==> src/hw/rtl/bese_pkg.sv <==
// shared types, codes and helpers of the boolean expression stream evaluator
package bese_pkg;

    // character codes that act
    localparam logic [7:0] SYM_AND   = 8'h26;
    localparam logic [7:0] SYM_OR    = 8'h7C;
    localparam logic [7:0] SYM_NOT   = 8'h21;
    localparam logic [7:0] SYM_TRUE  = 8'h74;
    localparam logic [7:0] SYM_FALSE = 8'h66;
    localparam logic [7:0] SYM_CLOSE = 8'h29;

    // operator kinds held in a stack entry
    localparam logic [1:0] KIND_AND = 2'd0;
    localparam logic [1:0] KIND_OR  = 2'd1;
    localparam logic [1:0] KIND_NOT = 2'd2;

    // result status codes
    localparam logic [1:0] ST_OK        = 2'd0;
    localparam logic [1:0] ST_OVERFLOW  = 2'd1;
    localparam logic [1:0] ST_UNMATCHED = 2'd2;
    localparam logic [1:0] ST_UNCLOSED  = 2'd3;

    // entries in the command queue between front and back
    localparam int unsigned QUEUE_DEPTH = 2;

    // classified operation
    typedef enum logic [1:0] {
        OP_NONE,
        OP_PUSH,
        OP_DELIVER,
        OP_CLOSE
    } op_t;

    // one classified item
    typedef struct packed {
        op_t        op;
        logic [1:0] kind;
        logic       bit_val;
        logic       last;
    } cmd_t;

    // one open operator
    typedef struct packed {
        logic       has_false;
        logic       has_true;
        logic [1:0] kind;
    } entry_t;

    // reduce a closed operator to its truth value
    function automatic logic reduce_entry(input entry_t e);
        logic v;
        unique case (e.kind)
            KIND_AND: v = ~e.has_false;
            KIND_OR:  v = e.has_true;
            default:  v = ~e.has_true;
        endcase
        return v;
    endfunction

    // record an argument value in an open operator
    function automatic entry_t mark_entry(input entry_t e, input logic v);
        entry_t r;
        r = e;
        if (v)
        begin
            r.has_true = 1'b1;
        end
        else
        begin
            r.has_false = 1'b1;
        end
        return r;
    endfunction

endpackage

==> src/hw/rtl/bese_front.sv <==
// front end: takes characters and classifies them into stack commands
module bese_front (
    input  logic                symbol_valid,
    output logic                symbol_ready,
    input  logic [7:0]          symbol,
    input  logic                last_symbol,
    output logic                cmd_valid,
    input  logic                cmd_ready,
    output bese_pkg::cmd_t      cmd
);

    // decode the character
    always_comb
    begin
        cmd.op      = bese_pkg::OP_NONE;
        cmd.kind    = bese_pkg::KIND_AND;
        cmd.bit_val = 1'b0;
        cmd.last    = last_symbol;
        unique case (symbol)
            bese_pkg::SYM_AND:
            begin
                cmd.op   = bese_pkg::OP_PUSH;
                cmd.kind = bese_pkg::KIND_AND;
            end
            bese_pkg::SYM_OR:
            begin
                cmd.op   = bese_pkg::OP_PUSH;
                cmd.kind = bese_pkg::KIND_OR;
            end
            bese_pkg::SYM_NOT:
            begin
                cmd.op   = bese_pkg::OP_PUSH;
                cmd.kind = bese_pkg::KIND_NOT;
            end
            bese_pkg::SYM_TRUE:
            begin
                cmd.op      = bese_pkg::OP_DELIVER;
                cmd.bit_val = 1'b1;
            end
            bese_pkg::SYM_FALSE:
            begin
                cmd.op = bese_pkg::OP_DELIVER;
            end
            bese_pkg::SYM_CLOSE:
            begin
                cmd.op = bese_pkg::OP_CLOSE;
            end
            default:
            begin
                cmd.op = bese_pkg::OP_NONE;
            end
        endcase
    end

    // handshake passes straight to the queue
    assign cmd_valid    = symbol_valid;
    assign symbol_ready = cmd_ready;

endmodule

==> src/hw/rtl/bese_queue.sv <==
// short command queue between front and back
module bese_queue (
    input  logic                clk,
    input  logic                rst_n,
    input  logic                wr_valid,
    output logic                wr_ready,
    input  bese_pkg::cmd_t      wr_cmd,
    output logic                rd_valid,
    input  logic                rd_ready,
    output bese_pkg::cmd_t      rd_cmd
);

    localparam int unsigned PW = (bese_pkg::QUEUE_DEPTH > 1) ? $clog2(bese_pkg::QUEUE_DEPTH) : 1;
    localparam int unsigned CW = $clog2(bese_pkg::QUEUE_DEPTH + 1);

    bese_pkg::cmd_t    slot_reg [bese_pkg::QUEUE_DEPTH];
    logic [PW-1:0]     wr_ptr_reg, wr_ptr_next;
    logic [PW-1:0]     rd_ptr_reg, rd_ptr_next;
    logic [CW-1:0]     count_reg, count_next;
    logic              do_wr, do_rd;

    // handshakes
    assign wr_ready = (count_reg != CW'(bese_pkg::QUEUE_DEPTH));
    assign rd_valid = (count_reg != '0);
    assign rd_cmd   = slot_reg[rd_ptr_reg];
    assign do_wr    = wr_valid && wr_ready;
    assign do_rd    = rd_valid && rd_ready;

    // pointer and count update
    always_comb
    begin
        wr_ptr_next = wr_ptr_reg;
        rd_ptr_next = rd_ptr_reg;
        count_next  = count_reg;
        if (do_wr)
        begin
            wr_ptr_next = (wr_ptr_reg == PW'(bese_pkg::QUEUE_DEPTH - 1)) ? '0 : wr_ptr_reg + 1'b1;
        end
        if (do_rd)
        begin
            rd_ptr_next = (rd_ptr_reg == PW'(bese_pkg::QUEUE_DEPTH - 1)) ? '0 : rd_ptr_reg + 1'b1;
        end
        if (do_wr && !do_rd)
        begin
            count_next = count_reg + 1'b1;
        end
        else if (do_rd && !do_wr)
        begin
            count_next = count_reg - 1'b1;
        end
    end

    // control registers
    always_ff @(posedge clk or negedge rst_n)
    begin
        if (!rst_n)
        begin
            wr_ptr_reg <= '0;
            rd_ptr_reg <= '0;
            count_reg  <= '0;
        end
        else
        begin
            wr_ptr_reg <= wr_ptr_next;
            rd_ptr_reg <= rd_ptr_next;
            count_reg  <= count_next;
        end
    end

    // storage
    always_ff @(posedge clk)
    begin
        if (do_wr)
        begin
            slot_reg[wr_ptr_reg] <= wr_cmd;
        end
    end

endmodule

==> src/hw/rtl/bese_back.sv <==
// back end: operator stack, reduction and result register
module bese_back #(
    parameter int unsigned MAX_DEPTH = 32
) (
    input  logic                clk,
    input  logic                rst_n,
    input  logic                cmd_valid,
    output logic                cmd_ready,
    input  bese_pkg::cmd_t      cmd,
    output logic                result_valid,
    input  logic                result_ready,
    output logic                value,
    output logic [1:0]          status
);

    localparam int unsigned AW = (MAX_DEPTH > 1) ? $clog2(MAX_DEPTH) : 1;
    localparam int unsigned DW = $clog2(MAX_DEPTH + 1);

    // stack below the top entry, top entry and the one under it in registers
    bese_pkg::entry_t  stack_mem [MAX_DEPTH];
    bese_pkg::entry_t  top_reg, top_next;
    bese_pkg::entry_t  below_reg;
    logic [DW-1:0]     depth_reg, depth_next;
    logic              top_value_reg, top_value_next;
    logic [1:0]        error_reg, error_next;
    logic              out_valid_reg;
    logic              value_reg, value_next;
    logic [1:0]        status_reg, status_next;

    logic              take;
    logic              wr_en, load_below_top, load_below_mem;
    logic [AW-1:0]     wr_addr, rd_addr;
    logic              red_v;
    logic [DW-1:0]     dec_depth;

    // a final item waits while the result register is still full and result_ready is low
    assign take      = cmd_valid && cmd_ready;
    assign cmd_ready = !cmd.last || !out_valid_reg || result_ready;

    assign wr_addr   = AW'(depth_reg - 1'b1);
    assign rd_addr   = AW'(depth_reg - DW'(3));
    assign dec_depth = depth_reg - 1'b1;
    assign red_v     = bese_pkg::reduce_entry(top_reg);

    // execute one command
    always_comb
    begin
        top_next       = top_reg;
        depth_next     = depth_reg;
        top_value_next = top_value_reg;
        error_next     = error_reg;
        value_next     = value_reg;
        status_next    = status_reg;
        wr_en          = 1'b0;
        load_below_top = 1'b0;
        load_below_mem = 1'b0;
        if (take && error_reg == bese_pkg::ST_OK)
        begin
            unique case (cmd.op)
                bese_pkg::OP_PUSH:
                begin
                    if (depth_reg == DW'(MAX_DEPTH))
                    begin
                        error_next = bese_pkg::ST_OVERFLOW;
                    end
                    else
                    begin
                        wr_en          = (depth_reg != '0);
                        load_below_top = 1'b1;
                        top_next       = '{has_false: 1'b0, has_true: 1'b0, kind: cmd.kind};
                        depth_next     = depth_reg + 1'b1;
                    end
                end
                bese_pkg::OP_DELIVER:
                begin
                    if (depth_reg != '0)
                    begin
                        top_next = bese_pkg::mark_entry(top_reg, cmd.bit_val);
                    end
                    else
                    begin
                        top_value_next = cmd.bit_val;
                    end
                end
                bese_pkg::OP_CLOSE:
                begin
                    if (depth_reg == '0)
                    begin
                        error_next = bese_pkg::ST_UNMATCHED;
                    end
                    else
                    begin
                        depth_next     = dec_depth;
                        load_below_mem = 1'b1;
                        if (dec_depth != '0)
                        begin
                            top_next = bese_pkg::mark_entry(below_reg, red_v);
                        end
                        else
                        begin
                            top_value_next = red_v;
                        end
                    end
                end
                default:
                begin
                    top_next = top_reg;
                end
            endcase
        end
        // final character: form the result and clear the expression state
        if (take && cmd.last)
        begin
            if (error_next != bese_pkg::ST_OK)
            begin
                status_next = error_next;
            end
            else if (depth_next != '0)
            begin
                status_next = bese_pkg::ST_UNCLOSED;
            end
            else
            begin
                status_next = bese_pkg::ST_OK;
            end
            value_next     = (status_next == bese_pkg::ST_OK) ? top_value_next : 1'b0;
            depth_next     = '0;
            top_value_next = 1'b0;
            error_next     = bese_pkg::ST_OK;
        end
    end

    // control state and result register
    always_ff @(posedge clk or negedge rst_n)
    begin
        if (!rst_n)
        begin
            depth_reg     <= '0;
            top_value_reg <= 1'b0;
            error_reg     <= bese_pkg::ST_OK;
            out_valid_reg <= 1'b0;
        end
        else
        begin
            depth_reg     <= depth_next;
            top_value_reg <= top_value_next;
            error_reg     <= error_next;
            if (take && cmd.last)
            begin
                out_valid_reg <= 1'b1;
            end
            else if (result_ready)
            begin
                out_valid_reg <= 1'b0;
            end
        end
    end

    // payload registers
    always_ff @(posedge clk)
    begin
        top_reg    <= top_next;
        value_reg  <= value_next;
        status_reg <= status_next;
    end

    // stack memory with registered read of the entry under the top
    always_ff @(posedge clk)
    begin
        if (wr_en)
        begin
            stack_mem[wr_addr] <= top_reg;
        end
        if (load_below_top)
        begin
            below_reg <= top_reg;
        end
        else if (load_below_mem)
        begin
            below_reg <= stack_mem[rd_addr];
        end
    end

    assign result_valid = out_valid_reg;
    assign value        = value_reg;
    assign status       = status_reg;

endmodule

==> src/hw/rtl/bool_expr_stream_evaluator.sv <==
// top level of the boolean expression stream evaluator
//
//   channel   handshake                    payload
//   input     symbol_valid/symbol_ready    symbol[7:0], last_symbol
//   result    result_valid/result_ready    value, status[1:0]
//
// One character per cycle sustained, unless a final character waits on a full
// result register; each character passes the decoder and a two-entry command
// queue, then the stack engine acts on it. The result register loads at the
// edge where the back end takes the final character from the queue.
// A full result register stalls only a final character.
// Reset clears depth, top value, error and all handshake state; the stack memory
// needs no clearing, since only entries below the depth count are used.
module bool_expr_stream_evaluator #(
    parameter int unsigned MAX_DEPTH = 32
) (
    input  logic        clk,
    input  logic        rst_n,
    input  logic        symbol_valid,
    output logic        symbol_ready,
    input  logic [7:0]  symbol,
    input  logic        last_symbol,
    output logic        result_valid,
    input  logic        result_ready,
    output logic        value,
    output logic [1:0]  status
);

    logic              f_valid, f_ready;
    bese_pkg::cmd_t    f_cmd;
    logic              b_valid, b_ready;
    bese_pkg::cmd_t    b_cmd;

    // classify characters
    bese_front u_front (
        .symbol_valid (symbol_valid),
        .symbol_ready (symbol_ready),
        .symbol       (symbol),
        .last_symbol  (last_symbol),
        .cmd_valid    (f_valid),
        .cmd_ready    (f_ready),
        .cmd          (f_cmd)
    );

    // decouple front and back
    bese_queue u_queue (
        .clk      (clk),
        .rst_n    (rst_n),
        .wr_valid (f_valid),
        .wr_ready (f_ready),
        .wr_cmd   (f_cmd),
        .rd_valid (b_valid),
        .rd_ready (b_ready),
        .rd_cmd   (b_cmd)
    );

    // stack engine and result
    bese_back #(
        .MAX_DEPTH (MAX_DEPTH)
    ) u_back (
        .clk          (clk),
        .rst_n        (rst_n),
        .cmd_valid    (b_valid),
        .cmd_ready    (b_ready),
        .cmd          (b_cmd),
        .result_valid (result_valid),
        .result_ready (result_ready),
        .value        (value),
        .status       (status)
    );

endmodule
==> config.mk <==
export PLATFORM = sky130hd
export DESIGN_NAME = bool_expr_stream_evaluator
export DESIGN_NICKNAME = d
export VERILOG_FILES = /design/src/hw/rtl/bese_pkg.sv /design/src/hw/rtl/bese_front.sv /design/src/hw/rtl/bese_queue.sv /design/src/hw/rtl/bese_back.sv /design/src/hw/rtl/bool_expr_stream_evaluator.sv
export SDC_FILE = /design/constraint.sdc
export NUM_CORES = 1
export LEC_CHECK = 0
export BUFFER_PORTS_ARGS = -buffer_cell sky130_fd_sc_hd__clkbuf_2
export CORE_MARGIN = 2
export CORE_UTILIZATION = 61
export DETAILED_ROUTE_END_ITERATION = 10
export PLACE_DENSITY = 0.85
export SYNTH_ARGS = -nofsm -noshare
export SYNTH_HDL_FRONTEND = slang
export SYNTH_SLANG_ARGS = --single-unit
==> constraint.sdc <==
create_clock -name clk -period 9.71 [get_ports clk]
set_input_delay 0.971 -clock clk [delete_from_list [all_inputs] [get_ports clk]]
set_output_delay 0.971 -clock clk [all_outputs]
set_load 0.03 [all_outputs]
# Word-level counts from Yosys, hierarchy flattened
# Memories as Yosys holds them, arrays and structs flattened.
# Cells that the tools add are included.
dict set report totals {
  memories 2
  ramBits 140
  regBits 25
  in_bits 13
  out_inout_bits 5
}
dict set report op_classes {
  n_eq_ne 18
  bitwise 3
  reduce_logical 31
  mux 53
  n_addsub 7
}
# memory words width read_ports rd_ports_with_merged_regs wr line_no
set memory_table {}
lappend memory_table {u_back.stack_mem 32 4 1 0 1 bese_back.sv:20} ;# bese_pkg::entry_t stack_mem [MAX_DEPTH];
lappend memory_table {u_queue.slot_reg 2 6 1 0 1 bese_queue.sv:16} ;# bese_pkg::cmd_t slot_reg [bese_pkg::QUEUE_DEPTH];
# operator count
set ops {}
lappend ops {{$mux W1} 27}
lappend ops {{$eq A8 B6 Y1 const B} 3}
lappend ops {{$eq A8 B7 Y1 const B} 3}
lappend ops {{$mux W4} 6}
lappend ops {{$mux W6} 4}
lappend ops {{$mux W2} 9}
lappend ops {{$reduce_bool A6 Y1} 3}
lappend ops {{$reduce_and A7 Y1} 2}
lappend ops {{$pmux W4 S3} 1}
lappend ops {{$pmux W6 S2} 1}
lappend ops {{$reduce_bool A2 Y1} 6}
lappend ops {{$ne A2 B2 Y1 const B} 4}
lappend ops {{$pmux W2 S2} 2}
lappend ops {{$add A6 B1 Y6 const B} 1}
lappend ops {{$eq A6 B6 Y1 const B} 1}
lappend ops {{$logic_and A1 B1 Y1} 6}
lappend ops {{$logic_not A2 Y1} 3}
lappend ops {{$logic_not A6 Y1} 1}
lappend ops {{$ne A2 B1 Y1 const B} 3}
lappend ops {{$pmux W2 S3} 1}
lappend ops {{$reduce_and A6 Y1} 1}
lappend ops {{$sub A6 B1 Y6 const B} 1}
lappend ops {{$sub A5 B2 Y5 const B} 1}
lappend ops {{$eq A2 B1 Y1 const B} 2}
lappend ops {{other kinds (11)} 20}

# Logic depth before layout (Yosys ltp)
# An unclocked memory read counts as a cell.
dict set report logic_depth {
  ltp_word 12
  depth_mapped 12
  mapped_depth_nobuf 9
}

# By module
# From an unflattened synthesis, not the netlist that was laid out.
dict set report unflattened {
  cells_unflattened 496
  hier_area_um2 7541.0
}
# module instances cells_each area_per_inst_um2
set modules_own_cells {}
lappend modules_own_cells {bese_back 1 440 6762.7}
lappend modules_own_cells {bese_queue 1 37 644.4}
lappend modules_own_cells {bese_front 1 19 133.9}

# Worst setup path after synthesis
# Ideal clock, no wire load.
dict set report synth_path {
  kind {reg2reg}
  start {register u_back.depth_reg[0]}
  end {memory u_back.stack_mem[3][0] in the netlist's numbering (enable)}
  path_slack_ns 6.611
  t_arrival_ns 2.733
  n_path_buf 3
  t_required_ns 9.343
  path_stages_with_launch 12
  cell_sequence {dfrtp_1 buf_2 clkbuf_1 inv_1 ha_1 nor4b_4 a211oi_2 nand2_1 buf_4 nor2_1 nand2_1 nor3b_1}
}
dict set report synth_via {
  elab_chain_cells 6
  elab_cells_between_ends 8
  classes_between {1 x add/sub; 1 x eq/ne; 5 x mux; 1 x reduce/logical}
}
# element line_no
set synth_rtl {}
lappend synth_rtl {{start: declaration} bese_back.sv:23} ;# logic [DW-1:0] depth_reg, depth_next;
lappend synth_rtl {{start signal: assignment} bese_back.sv:145} ;# depth_reg <= depth_next;
lappend synth_rtl {{$eq A6 B6 Y1 or $reduce_bool A6 Y1 (tied branches)} {bese_back.sv:62, bese_back.sv:68}}
lappend synth_rtl {{$mux W1} bese_back.sv:62} ;# if (depth_reg == DW'(MAX_DEPTH))
lappend synth_rtl {{$mux W1} bese_back.sv:59} ;# unique case (cmd.op)
lappend synth_rtl {{$mux W1} bese_back.sv:57} ;# if (take && error_reg == bese_pkg::ST_OK)
lappend synth_rtl {{$mux W1} bese_back.sv:170} ;# if (wr_en)
lappend synth_rtl {{$mux W1 (not written as such)} bese_back.sv:172} ;# stack_mem[wr_addr] <= top_reg;
lappend synth_rtl {{end: declaration} bese_back.sv:20}
# Several ways; a longest one is shown, not always the timed one.

# Worst setup path in the final report
dict set report layout_path {
  start {register u_back.depth_reg[0]}
  end {register u_back.below_reg[1] in the netlist's numbering (data pin)}
}
dict set report layout_via {
  elab_chain_cells 5
  elab_cells_between_ends 8
  classes_between {1 x add/sub; 1 x eq/ne; 5 x mux; 1 x memory}
}
# element line_no
set layout_rtl {}
lappend layout_rtl {{parallel branches: the longest is 4 deep, another holds $sub A5 B2 Y5} n/a}
lappend layout_rtl {{$mux W4 *} bese_back.sv:174} ;# if (load_below_top)
lappend layout_rtl {{end signal: assignment} bese_back.sv:176} ;# below_reg <= top_reg;
lappend layout_rtl {{end signal: assignment} bese_back.sv:180} ;# below_reg <= stack_mem[rd_addr];
lappend layout_rtl {{end: declaration} bese_back.sv:22} ;# bese_pkg::entry_t below_reg;
# Mark *: on every way between the ends. The select of a mux whose other input is x is not followed.
# A chain may end at the register's enable or synchronous reset.

==> results.toml <==
[status]
outcome = "completed"

[clock_tree]
post_cts_buffers = 0
htreeDepth = 4
cts.sinks = 165
cts_tree = "done"
cts-root-buf = "clkbuf_16"
cts.clk_slew.worst_paths_ns = 0.06
cts_buffers = 17
cts_buffer_depth = 2
cts_resized = 0
clkLatencyLatePin_ns = 0.42
hold_buffers = 0

[global_routing]
grt_max_degree = 49
grt_first_pass_wirelength_um = 24330
grtUsageTotal_pct = 26.14
grt_antenna_before_repair = 0
grt_overflow = 0
grt_pass1_vias = 4297

[placed_design]
gp_congestion = 0.9124
io_buffers = 17
dp_hpwl_um = 9891
pre_cts_ws_ns = 5.749

[logic_synthesis]
netlist_instances = 472
syn_avg_cell_area_um2 = 15.71
synth-edff-count = 151
async_flop_share_pct = 8.485
synthesis.nets = 492
synth-main-ff-cell = "edfxtp_1"
syn-cell-area_um2 = 7416
muxShareOfSynthArea_pct = 14.41
ys_ff_latch = 165
synth_cell_types = 57
synthAdderAreaFrac_pct = 1.181
ys_warn_count = 0
synth_xor_area_share_pct = 1.181
yosys.area_share.simple_pct = 9.296
yosysSeqAreaShare_pct = 65.87
synth_compound_area_share_pct = 6.243
synth_top_family_by_area = "multiplexers"

[layout]
nets = 511
largest_reg_flops = 128
num-fill-cells = 735
final_common_cell = "edfxtp_1"
mostFrequentLayoutCells = "edfxtp_1, nor2_1, mux4_2"
final_core_util_pct = 68.38
n_antenna_cell = 0
area_growth_pct = 10.29
drive_above_1_share_pct = 20.63

[route]
ant_nets = 0
viasPerCell = 6.762
initialDrtViolationCount = 639
wl_per_cell_um = 24.27
num_vias = 4402
route.detailed.drc = 0
drt_wl_total_um = 15800
first_pass_iters = 6

[timing]
finalClockSkew_ns = 0.006577
min_period_ns = 4.043
setup_viol = 0
tightest_slew_ns = 1.227
fin_crit_sh_pct = 41.64
hold_viol = 0
rsz0062_at_grt = "no"
drv_slew = 0
relSlewSlack_pct = 18.20
setup_tns_ns = 0
max_freq_mhz = 247.3
setup_ws_ns = 5.667

[setup_path]
endpoint_kind = "flop"
cp.arrival_ns = 4.19
cp-start-kind = "flop"
cpMaxStageDelayCell = "ha_1"
slowest_delay_ns = 0.75
path_cells = "buf_4 > inv_1 > ha_1 > buf_4 > mux4_2 > mux4_2 > mux2i_1 > a21oi_1"
worstPathMaxFanout = 48
worstPathRequired_ns = 9.85
critPathKind = "reg2reg"

[flow_run]
max-cap-violations = 0

[floorplan]
initial_core_util_pct = 62.00
core-area_um2 = 11960
rows = 40
die_w_um = 114.3
die-area_um2 = 13060
ios = 18
dieHeight_um = 114.3

[pwr]
power.density_nw_per_um2 = 305.8
peakVddDrop_mv = 0.2553
p_leak_nw = 2.719

[worst_hold_path]
min_path_type = "in2async"
[worst max-delay path, delay by kind of cell, from the launching register on]
family                     cells  cell delay (ns)
DFF                            1             0.33
AOI/OAI and AO/OA              1             0.17
adders and majority gates      1             0.75
muxes                          3             1.19
buffers and inverters          3             1.26
[layer usage]
metal / global-route usage [%] / share of wire, %
met3: 8.947 / 7.6
met2: 42.14 / 51
met4: 9.512 / 2.9
met5: 0 / 0
met1: 33.45 / 38
[worst paths after layout]
kind | start | end | slack [ns] | depth (start not counted)
worst max-delay path | u_back.depth_reg[0] | u_back.below_reg[1] | 5.67 | 8
min in group clk | u_queue.count_reg[1] | u_queue.count_reg[1] | 0.52 | 1
worst min-delay path | rst_n | u_queue.count_reg[0] | 0.44 | 1
worst max register to register | u_back.depth_reg[0] | u_back.below_reg[1] | 5.67 | 8
max in group asynchronous | rst_n | u_back.depth_reg[0] | 8.98 | 1
worst min register to register | u_queue.count_reg[1] | u_queue.count_reg[1] | 0.52 | 1
[synthesized netlist by cell type (8+ instances only)]
| cell type | number | area share (%) |
|---|---|---|
| xnor2_1 | 8 | 0.94 |
| nand2_1 | 25 | 1.3 |
| a21oi_1 | 16 | 1.1 |
| o21ai_0 | 15 | 1.0 |
| clkbuf_1 | 11 | 0.56 |
| nor2b_1 | 8 | 0.67 |
| mux2i_1 | 10 | 1.3 |
| nor3_1 | 9 | 0.61 |
| edfxtp_1 | 151 | 61 |
| inv_1 | 9 | 0.46 |
| mux4_2 | 40 | 12 |
| dfrtp_1 | 14 | 4.7 |
| nor2_1 | 68 | 3.4 |
[kinds of logic after synthesis]
family / count (synthesis)
compound gates: 67
xor+xnor: 10
fa+ha+maj: 7
buf+inv: 29
flops: 165
mux: 54
simple gates: 140
[stage by stage]
step                      instance area [um^2]  std cells  total power, mW  hold slack, ns
after global routing                      8179        651            2.601          0.4508
after floorplan                           7416        472            1.619          0.4559
after detailed placement                  7607        619            1.846          0.5119
after CTS                                 8179        651            2.499          0.4382
final                                     8179        651            2.501          0.4421
after global placement                    7607        619            1.812          0.4737
[where the power goes]
group | internal (mW) | total, mW | switching [mW] | leakage, nW
clock | 0.398 | 0.649 | 0.251 | 0.283
combinational | 0.316 | 0.760 | 0.445 | 0.888
sequential | 0.952 | 1.09 | 0.140 | 1.55
[final cells by class]
class	count	area, um^2	share of cell area, %
repair buffers	20	107.6	1.316
clock buffers	19	432.9	5.293
clock inverters	13	138.9	1.698
flip-flops and latches	165	4886	59.74
well taps	147	183.9	2.249
inverters	9	33.78	0.4130
multi-input cells	278	2396	29.29
No activity file was read; power rests on OpenSTA's default activity.
